[src/rtl/lcs_pkg.sv]
// lcs_pkg: shared types and constants for the list cursor scroll block.
// Holds payload structs, the command encoding and configuration indexes.
// No dependencies.
package lcs_pkg;

  localparam int unsigned CountW   = 16;
  localparam int unsigned RowsW    = 8;
  localparam int unsigned MsW      = 16;
  localparam int unsigned TimeW    = 32;
  localparam int unsigned DirW     = 4;
  localparam int unsigned CfgIdxW  = 2;
  localparam int unsigned CfgDataW = 16;

  localparam logic [CfgIdxW-1:0] CFG_VISIBLE_ROWS  = 2'd0;
  localparam logic [CfgIdxW-1:0] CFG_REPEAT_DELAY  = 2'd1;
  localparam logic [CfgIdxW-1:0] CFG_REPEAT_PERIOD = 2'd2;

  localparam logic [RowsW-1:0] VISIBLE_ROWS_RST = 8'd8;
  localparam logic [MsW-1:0]   REPEAT_DELAY_RST = 16'd400;
  localparam logic [MsW-1:0]   REPEAT_PERIOD_RST = 16'd100;

  localparam logic [DirW-1:0] DIR_UP    = 4'b0001;
  localparam logic [DirW-1:0] DIR_DOWN  = 4'b0010;
  localparam logic [DirW-1:0] DIR_LEFT  = 4'b0100;
  localparam logic [DirW-1:0] DIR_RIGHT = 4'b1000;

  typedef enum logic [2:0] {
    CMD_NONE  = 3'd0,
    CMD_UP    = 3'd1,
    CMD_DOWN  = 3'd2,
    CMD_LEFT  = 3'd3,
    CMD_RIGHT = 3'd4,
    CMD_SET   = 3'd5
  } cmd_e;

  typedef struct packed {
    logic              action;
    logic [DirW-1:0]   dpad;
    logic [TimeW-1:0]  now_ms;
    logic [CountW-1:0] new_count;
  } in_t;

  typedef struct packed {
    logic              moved;
    logic [CountW-1:0] cursor_index;
    logic [CountW-1:0] first_visible;
  } out_t;

  typedef struct packed {
    cmd_e              op;
    logic [CountW-1:0] count;
  } cmd_t;

  typedef struct packed {
    logic [RowsW-1:0] visible_rows;
    logic [MsW-1:0]   repeat_delay_ms;
    logic [MsW-1:0]   repeat_period_ms;
  } cfg_t;

endpackage

[src/rtl/lcs_front.sv]
// lcs_front: accepts pad and set-length items and turns them into commands.
// Tracks the held direction and the auto-repeat deadline.
// Depends on lcs_pkg.
module lcs_front (
  input  logic             clk_i,
  input  logic             rst_ni,
  input  logic             in_valid_i,
  output logic             in_ready_o,
  input  lcs_pkg::in_t     in_data_i,
  input  lcs_pkg::cfg_t    cfg_i,
  output logic             cmd_valid_o,
  input  logic             cmd_ready_i,
  output lcs_pkg::cmd_t    cmd_o
);

  logic [lcs_pkg::DirW-1:0]  held_q, held_d;
  logic [lcs_pkg::TimeW-1:0] deadline_q, deadline_d;
  logic [lcs_pkg::TimeW-1:0] elapsed;
  logic [lcs_pkg::DirW-1:0]  dir;
  logic                      single;
  logic                      fire;
  logic                      accept;
  lcs_pkg::cmd_e             op;

  assign in_ready_o  = cmd_ready_i;
  assign cmd_valid_o = in_valid_i;
  assign accept      = in_valid_i && cmd_ready_i;

  assign dir     = in_data_i.dpad;
  assign single  = (dir != '0) && ((dir & (dir - 4'd1)) == '0);
  assign elapsed = in_data_i.now_ms - deadline_q;

  always_comb begin
    held_d     = held_q;
    deadline_d = deadline_q;
    fire       = 1'b0;
    if (in_data_i.action) begin
      fire = 1'b0;
    end else if (!single) begin
      held_d = '0;
    end else if (dir != held_q) begin
      held_d     = dir;
      deadline_d = in_data_i.now_ms + {16'd0, cfg_i.repeat_delay_ms};
      fire       = 1'b1;
    end else if (!elapsed[lcs_pkg::TimeW-1]) begin
      deadline_d = in_data_i.now_ms + {16'd0, cfg_i.repeat_period_ms};
      fire       = 1'b1;
    end
  end

  always_comb begin
    op = lcs_pkg::CMD_NONE;
    if (in_data_i.action) begin
      op = lcs_pkg::CMD_SET;
    end else if (fire) begin
      case (dir)
        lcs_pkg::DIR_UP:    op = lcs_pkg::CMD_UP;
        lcs_pkg::DIR_DOWN:  op = lcs_pkg::CMD_DOWN;
        lcs_pkg::DIR_LEFT:  op = lcs_pkg::CMD_LEFT;
        lcs_pkg::DIR_RIGHT: op = lcs_pkg::CMD_RIGHT;
        default:            op = lcs_pkg::CMD_NONE;
      endcase
    end
  end

  assign cmd_o.op    = op;
  assign cmd_o.count = in_data_i.new_count;

  always_ff @(posedge clk_i or negedge rst_ni) begin
    if (!rst_ni) begin
      held_q     <= '0;
      deadline_q <= '0;
    end else if (accept) begin
      held_q     <= held_d;
      deadline_q <= deadline_d;
    end
  end

  held_onehot: assert property (@(posedge clk_i) disable iff (!rst_ni)
    $onehot0(held_q))
    else $error("held direction has more than one bit set");

endmodule

[src/rtl/lcs_fifo.sv]
// lcs_fifo: short command queue between the front and back parts.
// Register-based storage with read and write pointers and a fill count.
// Depends on lcs_pkg.
module lcs_fifo #(
  parameter int unsigned Depth = 2
) (
  input  logic          clk_i,
  input  logic          rst_ni,
  input  logic          push_valid_i,
  output logic          push_ready_o,
  input  lcs_pkg::cmd_t push_data_i,
  output logic          pop_valid_o,
  input  logic          pop_ready_i,
  output lcs_pkg::cmd_t pop_data_o
);

  localparam int unsigned PtrW = (Depth > 1) ? $clog2(Depth) : 1;
  localparam int unsigned CntW = $clog2(Depth + 1);

  lcs_pkg::cmd_t   mem_q [Depth];
  logic [PtrW-1:0] wr_ptr_q, rd_ptr_q;
  logic [CntW-1:0] count_q;
  logic            push, pop;

  assign push_ready_o = (count_q != CntW'(Depth));
  assign pop_valid_o  = (count_q != '0);
  assign push         = push_valid_i && push_ready_o;
  assign pop          = pop_valid_o && pop_ready_i;
  assign pop_data_o   = mem_q[rd_ptr_q];

  always_ff @(posedge clk_i) begin
    if (push) begin
      mem_q[wr_ptr_q] <= push_data_i;
    end
  end

  always_ff @(posedge clk_i or negedge rst_ni) begin
    if (!rst_ni) begin
      wr_ptr_q <= '0;
      rd_ptr_q <= '0;
      count_q  <= '0;
    end else begin
      if (push) begin
        wr_ptr_q <= (wr_ptr_q == PtrW'(Depth - 1)) ? '0 : wr_ptr_q + 1'b1;
      end
      if (pop) begin
        rd_ptr_q <= (rd_ptr_q == PtrW'(Depth - 1)) ? '0 : rd_ptr_q + 1'b1;
      end
      if (push && !pop) begin
        count_q <= count_q + 1'b1;
      end else if (pop && !push) begin
        count_q <= count_q - 1'b1;
      end
    end
  end

  count_bound: assert property (@(posedge clk_i) disable iff (!rst_ni)
    count_q <= CntW'(Depth))
    else $error("queue fill count exceeds depth");

  count_grow: assert property (@(posedge clk_i) disable iff (!rst_ni)
    (push && !pop) |=> (count_q == $past(count_q) + 1'b1))
    else $error("queue fill count did not advance on transfer in");

endmodule

[src/rtl/lcs_back.sv]
// lcs_back: carries out cursor and window commands and holds the result.
// Keeps list length, cursor and window top; output register decouples the sink.
// Depends on lcs_pkg.
module lcs_back (
  input  logic          clk_i,
  input  logic          rst_ni,
  input  lcs_pkg::cfg_t cfg_i,
  input  logic          cmd_valid_i,
  output logic          cmd_ready_o,
  input  lcs_pkg::cmd_t cmd_i,
  output logic          out_valid_o,
  input  logic          out_ready_i,
  output lcs_pkg::out_t out_data_o
);

  logic [lcs_pkg::CountW-1:0] count_q, count_d;
  logic [lcs_pkg::CountW-1:0] cur_q, cur_d;
  logic [lcs_pkg::CountW-1:0] top_q, top_d;
  logic                       out_valid_q;
  lcs_pkg::out_t              out_q;
  logic                       pop;
  logic                       idle_list;
  logic [lcs_pkg::RowsW-1:0]  vis;
  logic [lcs_pkg::CountW-1:0] vis16;
  logic [lcs_pkg::CountW-1:0] last_top;
  logic [lcs_pkg::CountW-1:0] cur_inc, cur_dec;
  logic [lcs_pkg::CountW:0]   page_cur, page_top;
  logic [lcs_pkg::CountW-1:0] page_cur_c, page_top_c;
  logic [lcs_pkg::CountW-1:0] set_cur, set_last, set_top;

  function automatic logic [lcs_pkg::CountW-1:0] track(
    input logic [lcs_pkg::CountW-1:0] cur,
    input logic [lcs_pkg::CountW-1:0] top,
    input logic [lcs_pkg::CountW-1:0] rows
  );
    logic [lcs_pkg::CountW-1:0] bottom;
    logic [lcs_pkg::CountW-1:0] res;
    bottom = top + rows;
    res    = top;
    if (cur < top) begin
      res = cur;
    end else if (cur >= bottom) begin
      res = cur - rows + 16'd1;
    end
    return res;
  endfunction

  function automatic logic [lcs_pkg::CountW-1:0] page_top_of(
    input logic [lcs_pkg::CountW-1:0] count,
    input logic [lcs_pkg::CountW-1:0] rows
  );
    return (count > rows) ? count - rows : '0;
  endfunction

  assign pop         = cmd_valid_i && cmd_ready_o;
  assign cmd_ready_o = !out_valid_q || out_ready_i;
  assign vis         = cfg_i.visible_rows;
  assign vis16       = {8'd0, vis};
  assign idle_list   = (count_q == '0) || (vis == '0);
  assign last_top    = page_top_of(count_q, vis16);
  assign cur_inc     = cur_q + 16'd1;
  assign cur_dec     = cur_q - 16'd1;

  always_comb begin
    if (cmd_i.op == lcs_pkg::CMD_RIGHT) begin
      page_cur = {1'b0, cur_q} + {1'b0, vis16};
      page_top = {1'b0, top_q} + {1'b0, vis16};
    end else begin
      page_cur = (cur_q < vis16) ? '0 : {1'b0, cur_q - vis16};
      page_top = (top_q < vis16) ? '0 : {1'b0, top_q - vis16};
    end
    page_cur_c = (page_cur >= {1'b0, count_q}) ? count_q - 16'd1
                                               : page_cur[lcs_pkg::CountW-1:0];
    page_top_c = (page_top > {1'b0, last_top}) ? last_top
                                               : page_top[lcs_pkg::CountW-1:0];
  end

  always_comb begin
    if (cur_q >= cmd_i.count) begin
      set_cur = (cmd_i.count != '0) ? cmd_i.count - 16'd1 : '0;
    end else begin
      set_cur = cur_q;
    end
    set_last = page_top_of(cmd_i.count, vis16);
    set_top  = (top_q > set_last) ? set_last : top_q;
  end

  always_comb begin
    count_d = count_q;
    cur_d   = cur_q;
    top_d   = top_q;
    case (cmd_i.op)
      lcs_pkg::CMD_SET: begin
        count_d = cmd_i.count;
        cur_d   = set_cur;
        if (vis != '0) begin
          top_d = track(set_cur, set_top, vis16);
        end
      end
      lcs_pkg::CMD_DOWN: begin
        if (!idle_list) begin
          if (cur_inc >= count_q) begin
            cur_d = '0;
            top_d = '0;
          end else begin
            cur_d = cur_inc;
            top_d = track(cur_inc, top_q, vis16);
          end
        end
      end
      lcs_pkg::CMD_UP: begin
        if (!idle_list) begin
          if (cur_q == '0) begin
            cur_d = count_q - 16'd1;
            top_d = last_top;
          end else begin
            cur_d = cur_dec;
            top_d = track(cur_dec, top_q, vis16);
          end
        end
      end
      lcs_pkg::CMD_LEFT, lcs_pkg::CMD_RIGHT: begin
        if (!idle_list) begin
          cur_d = page_cur_c;
          top_d = track(page_cur_c, page_top_c, vis16);
        end
      end
      default: begin
        cur_d = cur_q;
      end
    endcase
  end

  always_ff @(posedge clk_i or negedge rst_ni) begin
    if (!rst_ni) begin
      count_q     <= '0;
      cur_q       <= '0;
      top_q       <= '0;
      out_valid_q <= 1'b0;
    end else begin
      if (pop) begin
        count_q     <= count_d;
        cur_q       <= cur_d;
        top_q       <= top_d;
        out_valid_q <= 1'b1;
      end else if (out_ready_i) begin
        out_valid_q <= 1'b0;
      end
    end
  end

  always_ff @(posedge clk_i) begin
    if (pop) begin
      out_q.moved         <= (cur_d != cur_q);
      out_q.cursor_index  <= cur_d;
      out_q.first_visible <= top_d;
    end
  end

  assign out_valid_o = out_valid_q;
  assign out_data_o  = out_q;

  cursor_in_list: assert property (@(posedge clk_i) disable iff (!rst_ni)
    (count_q == '0) ? (cur_q == '0) : (cur_q < count_q))
    else $error("cursor outside the list");

endmodule

[src/rtl/list_cursor_scroll_with_key_repeat.sv]
// list_cursor_scroll_with_key_repeat: menu cursor and window engine with key repeat.
// Latency: an item passes through the command queue and then the output register
// before its result is valid.
// Throughput: one item per cycle while the output is not stalled; the command queue
// and output register let input and output stall independently.
// Reset: state, held direction and deadline clear to zero; registers take defaults.
// Depends on lcs_pkg, lcs_front, lcs_fifo and lcs_back.
module list_cursor_scroll_with_key_repeat #(
  parameter int unsigned QueueDepth = 2
) (
  input  logic                           clk_i,
  input  logic                           rst_ni,
  input  logic                           in_valid_i,
  output logic                           in_ready_o,
  input  lcs_pkg::in_t                   in_data_i,
  output logic                           out_valid_o,
  input  logic                           out_ready_i,
  output lcs_pkg::out_t                  out_data_o,
  input  logic                           cfg_we_i,
  input  logic [lcs_pkg::CfgIdxW-1:0]    cfg_idx_i,
  input  logic [lcs_pkg::CfgDataW-1:0]   cfg_wdata_i
);

  lcs_pkg::cfg_t cfg_q;
  logic          push_valid, push_ready;
  lcs_pkg::cmd_t push_cmd;
  logic          pop_valid, pop_ready;
  lcs_pkg::cmd_t pop_cmd;

  always_ff @(posedge clk_i or negedge rst_ni) begin
    if (!rst_ni) begin
      cfg_q.visible_rows     <= lcs_pkg::VISIBLE_ROWS_RST;
      cfg_q.repeat_delay_ms  <= lcs_pkg::REPEAT_DELAY_RST;
      cfg_q.repeat_period_ms <= lcs_pkg::REPEAT_PERIOD_RST;
    end else if (cfg_we_i) begin
      case (cfg_idx_i)
        lcs_pkg::CFG_VISIBLE_ROWS:  cfg_q.visible_rows     <= cfg_wdata_i[lcs_pkg::RowsW-1:0];
        lcs_pkg::CFG_REPEAT_DELAY:  cfg_q.repeat_delay_ms  <= cfg_wdata_i;
        lcs_pkg::CFG_REPEAT_PERIOD: cfg_q.repeat_period_ms <= cfg_wdata_i;
        default: begin
          cfg_q <= cfg_q;
        end
      endcase
    end
  end

  lcs_front u_front (
    .clk_i       (clk_i),
    .rst_ni      (rst_ni),
    .in_valid_i  (in_valid_i),
    .in_ready_o  (in_ready_o),
    .in_data_i   (in_data_i),
    .cfg_i       (cfg_q),
    .cmd_valid_o (push_valid),
    .cmd_ready_i (push_ready),
    .cmd_o       (push_cmd)
  );

  lcs_fifo #(
    .Depth (QueueDepth)
  ) u_fifo (
    .clk_i        (clk_i),
    .rst_ni       (rst_ni),
    .push_valid_i (push_valid),
    .push_ready_o (push_ready),
    .push_data_i  (push_cmd),
    .pop_valid_o  (pop_valid),
    .pop_ready_i  (pop_ready),
    .pop_data_o   (pop_cmd)
  );

  lcs_back u_back (
    .clk_i       (clk_i),
    .rst_ni      (rst_ni),
    .cfg_i       (cfg_q),
    .cmd_valid_i (pop_valid),
    .cmd_ready_o (pop_ready),
    .cmd_i       (pop_cmd),
    .out_valid_o (out_valid_o),
    .out_ready_i (out_ready_i),
    .out_data_o  (out_data_o)
  );

endmodule
[config.mk]
export PLATFORM = sky130hd
export DESIGN_NAME = list_cursor_scroll_with_key_repeat
export DESIGN_NICKNAME = d
export VERILOG_FILES = /design/src/rtl/lcs_pkg.sv /design/src/rtl/lcs_front.sv /design/src/rtl/lcs_fifo.sv /design/src/rtl/lcs_back.sv /design/src/rtl/list_cursor_scroll_with_key_repeat.sv
export SDC_FILE = /design/constraint.sdc
export NUM_CORES = 1
export LEC_CHECK = 0
export ABC_AREA = 1
export BUFFER_PORTS_ARGS = -buffer_cell sky130_fd_sc_hd__buf_2
export CORE_ASPECT_RATIO = 1.25
export CORE_UTILIZATION = 51
export CTS_BUF_LIST = sky130_fd_sc_hd__clkbuf_8
export DETAILED_ROUTE_END_ITERATION = 10
export PLACE_DENSITY = 0.68
export SYNTH_ARGS = -nofsm -noshare
export SYNTH_HDL_FRONTEND = slang
export SYNTH_SLANG_ARGS = --single-unit
[constraint.sdc]
create_clock -name clk_i -period 25.6 [get_ports clk_i]
set_clock_uncertainty 0.2 [all_clocks]
set_input_delay 2.56 -clock clk_i [delete_from_list [all_inputs] [get_ports clk_i]]
set_output_delay 2.56 -clock clk_i [all_outputs]
set_load 0.03 [all_outputs]
* After elaboration in Yosys (flattened, before gate mapping)
Memories as Yosys holds them, arrays and structs flattened.
Cells that the tools add are included.
** Operators by class
- Eq/ne operators :: 16
- Mux-type cells :: 51
- Bitwise gates (word level) :: 2
- Order comparisons :: 17
- Reduce and logical (&&, ||, !) cells :: 28
- Add/subtract/negate cells :: 29
** Operator list (number)
- $mux W16 :: 28
- $pmux W16 S4 :: 2
- $sub A16 B8 Y16 :: 8
- $ge A16 B16 Y1 :: 6
- $add A16 B1 Y16 const B :: 5
- $add A32 B16 Y32 :: 2
- $lt A16 B16 Y1 :: 4
- $mux W32 :: 2
- $add A16 B8 Y16 :: 3
- $sub A16 B1 Y16 const B :: 3
- $add A16 B8 Y17 :: 2
- $mux W17 :: 2
- $gt A16 B8 Y1 :: 2
- $logic_not A16 Y1 :: 2
- $lt A16 B8 Y1 :: 2
- $sub A32 B32 Y32 :: 1
- $ge A17 B16 Y1 :: 1
- $gt A17 B16 Y1 :: 1
- $gt A16 B16 Y1 :: 1
- $ne A16 B16 Y1 :: 1
- $reduce_bool A16 Y1 :: 1
- $pmux W3 S4 :: 1
- $mux W1 :: 10
- $logic_not A8 Y1 :: 1
- 32 further kinds :: 52
** Storage, ports and cells
- Register bits :: 162
- Output and inout port bits :: 35
- RAM bits :: 38
- Bits of input ports :: 76
- Memories kept :: 1
** Memory list
- u_fifo.mem_q :: depth 2, width 19, rd ports 1, clocked after memory_dff 0, wr ports 1, RTL line lcs_fifo.sv:20 : lcs_pkg::cmd_t mem_q [Depth];

* Depth between registers and ports, before layout
- Depth in word-level cells :: 11
- Mapped depth :: 63
- Gate-level depth less buffers :: 59

* Hierarchy
A second synthesis with hierarchy kept.
** Unflattened totals
- Cells, all modules :: 4271
- Area total of the unflattened synthesis :: 28418.5 um^2
** By module, submodules not included
- lcs_back :: area an instance 20484.6 um^2, instances 1, cells each 3236
- lcs_front :: area an instance 4518.1 um^2, instances 1, cells each 728
- list_cursor_scroll_with_key_repeat :: area an instance 1789.2 um^2, instances 1, cells each 179
- lcs_fifo :: area an instance 1626.6 um^2, instances 1, cells each 128

* Worst setup path before layout
OpenSTA, ideal clock, no wires.
- Path kind :: reg-to-reg
- Start :: reg u_fifo.rd_ptr_q
- End :: reg u_back.out_q (netlist bit u_back.out_data_o[15]) (data pin)
- Data arrival time :: 8430 ps
- Required time :: 25145 ps
- Setup slack :: 16715 ps
- Buffers on the path :: 5
- Cell stages (with the launch flop) :: 53
- Library setup time :: 255 ps
- Cell sequence :: dfrtp_1 buf_6 inv_2 buf_6 buf_6 or2_2 o21ai_2 inv_1 ha_1 nand2_1 nor2_1 a211oi_1 o221ai_1 nand2_1 nand2_1 nor2_1 nand2_1 a21oi_1 [17 not listed] nor2_1 nand3_1 nor3_1 xor2_1 inv_1 ha_1 nand4_1 a21oi_1 a2111oi_0 o31ai_1 a31oi_1 clkbuf_1 nand2_1 nand3_1 nand3_1 a21oi_1 nand3_1 and2_1
** RTL lines
- from (decl) :: RTL line lcs_fifo.sv:21 : logic [PtrW-1:0] wr_ptr_q, rd_ptr_q;
- from (signal assigned) :: RTL line lcs_fifo.sv:47 : rd_ptr_q <= (rd_ptr_q == PtrW'(Depth - 1)) ? '0 : rd_ptr_q + 1'b1;
- to (decl) :: RTL line lcs_back.sv:20 : lcs_pkg::out_t out_q;

* Worst setup path after layout
- Start :: reg u_fifo.rd_ptr_q
- End :: reg u_back.out_q (netlist bit u_back.out_data_o[15]) (data pin)
** On the way
- Cells in the longest elaborated chain, start to end :: 11
- Elaborated cells on any way between the ends :: 40
- Those cells by class :: add/sub: 8; order compare: 9; eq/ne: 5; mux: 15; reduce/logical: 2; memory: 1
** RTL lines
- $mem_v2 Z2 W19 (*)
- $sub A16 B8 Y16, or another cell as far along :: RTL line lcs_back.sv:52 : return (count > rows) ? count - rows : '0;
- $mux W16 or $mux W17 (tied branches) :: RTL line lcs_back.sv:52, lcs_back.sv:65
- $gt A16 B16 Y1, or another cell as far along :: RTL line lcs_back.sv:85 : set_top = (top_q > set_last) ? set_last : top_q;
- $mux W16, on equally long branches :: RTL line lcs_back.sv:85, lcs_back.sv:72, lcs_back.sv:74
- $add A16 B8 Y16 or $sub A16 B8 Y16 (tied branches) :: RTL line lcs_back.sv:38, lcs_back.sv:43
- $ge A16 B16 Y1 or $add A16 B1 Y16 (tied branches) :: RTL line lcs_back.sv:42, lcs_back.sv:43
- $mux W16 :: RTL line lcs_back.sv:42 : end else if (cur >= bottom) begin
- $mux W16 :: RTL line lcs_back.sv:40 : if (cur < top) begin
- $mux W16, on equally long branches :: RTL line lcs_back.sv:96, lcs_back.sv:123
- $pmux W16 S4 (*) :: RTL line lcs_back.sv:92 : case (cmd_i.op)
- net u_back.top_d, one bit :: RTL line lcs_back.sv:18 : logic [lcs_pkg::CountW-1:0] top_q, top_d;
The timed path passes the listed nets; every way through them passes the cells marked *.
A chain may end at the register's enable or synchronous reset.

==> flow_summary_export.csv <==
group,metric,value,unit
status,status,"finished, final reports clean",
synthesis,syn_inst,3926,
floorplan,dieWidth,206,um
global_route,grt_pass1_wl,164000,um
critical_path,r2r_slack,14.50,ns
routing,wirelength,111000,um
hold_path,min_to,"u_fifo.count_q[0]",
hold_path,hp-start,"u_fifo.count_q[0]",
floorplan,io_pins,111,
synthesis,avgSynthCellArea,6.76,sq um
critical_path,crit_type,"flip-flop to flip-flop",
routing,drt_iter0_drc,3176,
placement,io_buffers,110,
synthesis,syn-num-nets,4422,
synthesis,yosysSeqAreaShare,20.2,%
critical_path,rr_worst_depth,52,
routing,firstDrtPassIters,8,
floorplan,rows,93,
routing,top_layer,"met4",
synthesis,synth_area,26500,sq um
timing,slew_viol_final,0,
critical_path,setup.worst_path.start_class,"flip-flop",
timing,fin_setup_tns,0,ns
global_route,antenna_found_initial,2,
clocking,cts_resized,0,
critical_path,timing.rr.end,"u_back.out_data_o[15]",
clocking,cts_made_buffers,17,
hold_path,hold_class,"flip-flop to flip-flop",
final_layout,drive_gt1_share,7.33,%
global_route,track_usage,41.9,%
hold_path,hold_depth,1,
critical_path,cp-end-kind,"flip-flop",
critical_path,reg2reg_from,"u_fifo.rd_ptr_q",
routing,dr_wl_met2,47800,um
synthesis,synth-seq-cells,200,
synthesis,synth_cell_types,61,
synthesis,synthFlopType,"dfrtp_1",
routing,vias,28300,
critical_path,crit_required,25.83,ns
placement,gp_congestion,1.06,
critical_path,cp_slowest_stage_delay,0.87,ns
global_route,overflow,0,
clocking,cts_hold_buffers,0,
timing,finalHoldViolCount,0,
synthesis,synth_enable_flop_cells,71,
floorplan,design.core.area,51400,sq um
clocking,cts.sinks,200,
critical_path,critPathMaxFanout,30,
floorplan,die_area,52900,sq um
final_layout,layout.nets,4479,
clocking,root_buffer,"clkbuf_8",
global_route,grt_pass1_vias,26600,
clocking,cts_tree,"yes",
floorplan,initial_core_util,51.6,%
global_route,grt_max_degree,86,
run,cap_violations,0,
timing,rsz0062_at_grt,"no",
final_layout,layout.cells.most_common,"nand2_1",
final_layout,final_cell_mix,"nand2_1, inv_1, ha_1",
clocking,clockBufferDepth,2,
critical_path,crit_top_cell,"nand2_1",
critical_path,critPathArrivalTime,11.33,ns
placement,hpwl,85800,um
final_layout,area_delta_synth_final,6.72,%
timing,timing.slew.headroom,21.3,%
critical_path,crit_path_top_delay_cell,"dfrtp_1",
timing,period_needed,11.10,ns
timing,tightest_slew,1.17,ns
clocking,path_clk_slew,0.14,ns
clocking,cts_max_level,4,
clocking,insertion_delay,0.57,ns
synthesis,ys_warn_count,0,
routing,wire_per_inst,23.7,um
routing,m1WireLength,40400,um
routing,wl_met3,11300,um
floorplan,die_y,257,um
routing,drc,0,
timing,post-route-period-util,43.3,%
routing,drtAntennaViolNets,0,
routing,via_per_inst,6.06,
timing,setup_violations,0,
timing,fmaxAchievable,0.0901,GHz
synthesis,synthArstFlopShare,64.5,%
clocking,cts_setup_buffers,0,
[sequential cells by signal, indices dropped and copies added, names as in the netlist, 4 cells and up]
| signal | cells |
|---|---|
| u_back.cur_q | 16 |
| u_fifo.mem_q | 38 |
| u_front.deadline_q | 32 |
| u_front.held_q | 4 |
| cfg_q | 40 |
| u_back.count_q | 16 |
| u_back.top_q | 16 |
| u_back.out_data_o | 33 |
[how the worst max path moves through the flow]
stage / cells after the start / to / slack (ns) / startpoint
CTS: 50 / u_back.out_data_o[9] / 14.76 / u_fifo.rd_ptr_q
global route: 52 / u_back.top_q[8] / 13.42 / u_fifo.rd_ptr_q
finish: 52 / u_back.out_data_o[15] / 14.50 / u_fifo.rd_ptr_q
global placement: 47 / u_back.out_data_o[12] / 14.77 / u_fifo.rd_ptr_q
detailed placement: 47 / u_back.out_data_o[12] / 14.80 / u_fifo.rd_ptr_q
floorplan: 52 / u_back.out_data_o[15] / 16.72 / u_fifo.rd_ptr_q
[kinds of logic (layout without fill, tap and decap cells)]
family                     after synthesis  after routing  synth area share [%]
AOI/OAI and AO/OA                      919            919                  19.4
xor gates and xnor gates               167            167                  5.51
other                                    0              3                     0
buffers and inverters                  625            695                  9.22
DFF                                    200            200                  20.2
adders and majority gates              420            420                  20.2
muxes                                    4              4                 0.151
and+or+nand+nor                       1591           1591                  25.3
[worst max-delay path: cells and delay by family, from the launching register on]
kind	cells	cell delay, ns
buffers and inverters	9	2.05
xor gates and xnor gates	1	0.18
AOI/OAI and AO/OA	9	2.03
and+or+nand+nor	30	4.75
adders and majority gates	3	0.82
DFF	1	0.87
[cells in the mapped netlist (11+ instances only)]
| cell type | n | area (sq um) |
|---|---|---|
| xnor2_1 | 47 | 412 |
| o22ai_1 | 14 | 87.6 |
| o21a_1 | 12 | 90.1 |
| a21o_1 | 12 | 90.1 |
| nand2_1 | 938 | 3520 |
| nor2_1 | 238 | 893 |
| a31oi_1 | 26 | 163 |
| dfrtp_1 | 122 | 3050 |
| fa_1 | 13 | 260 |
| clkbuf_1 | 94 | 353 |
| o21bai_1 | 13 | 97.6 |
| buf_2 | 19 | 95.1 |
| or2_2 | 17 | 106 |
| a21oi_1 | 314 | 1570 |
| o21ai_1 | 42 | 210 |
| edfxtp_1 | 71 | 2130 |
| ha_1 | 407 | 5090 |
| nand3_1 | 262 | 1310 |
| o31ai_1 | 11 | 82.6 |
| inv_2 | 15 | 56.3 |
| xor2_1 | 120 | 1050 |
| nor3_1 | 37 | 185 |
| inv_1 | 472 | 1770 |
| o211ai_1 | 61 | 458 |
| nand4_1 | 44 | 275 |
| a211oi_1 | 13 | 97.6 |
| o21ai_2 | 15 | 131 |
| o21ai_0 | 349 | 1750 |
[final cells by class]
class                           instances  area [sq um]
Clock inverter                         15           234
Antenna cell                            3          7.51
Multi-Input combinational cell       3101         18800
Clock buffer                           17           234
Inverter                              493          1850
Tap cell                              665           832
Sequential cell                       200          5370
Fill cell                            5311         23100
Timing Repair Buffer                  170          1010
[through the flow]
stage | setup WS [ns] | hold slack [ns] | cells | utilization, % | area, sq um
2_1_floorplan | 16.72 | 0.246 | 3926 | - | 26500
3_3_place_gp | 14.77 | 0.262 | 4629 | 54.1 | 27800
3_5_place_dp | 14.80 | 0.267 | 4629 | 54.1 | 27800
4_1_cts | 14.76 | 0.283 | 4661 | 55.0 | 28300
5_1_grt | 13.42 | 0.309 | 4662 | 55.0 | 28300
6_report | 14.50 | 0.275 | 4664 | 55.1 | 28300
[layer usage]
layer	vias up	global-route usage, %
met5	-	0
met4	0	35.9
met3	451	10.0
met2	1592	64.0
met1	12900	48.9
li1	13400	-
Power is not shown: default switching activity piles up to over one toggle a cycle in this logic, so the estimate is an artifact.
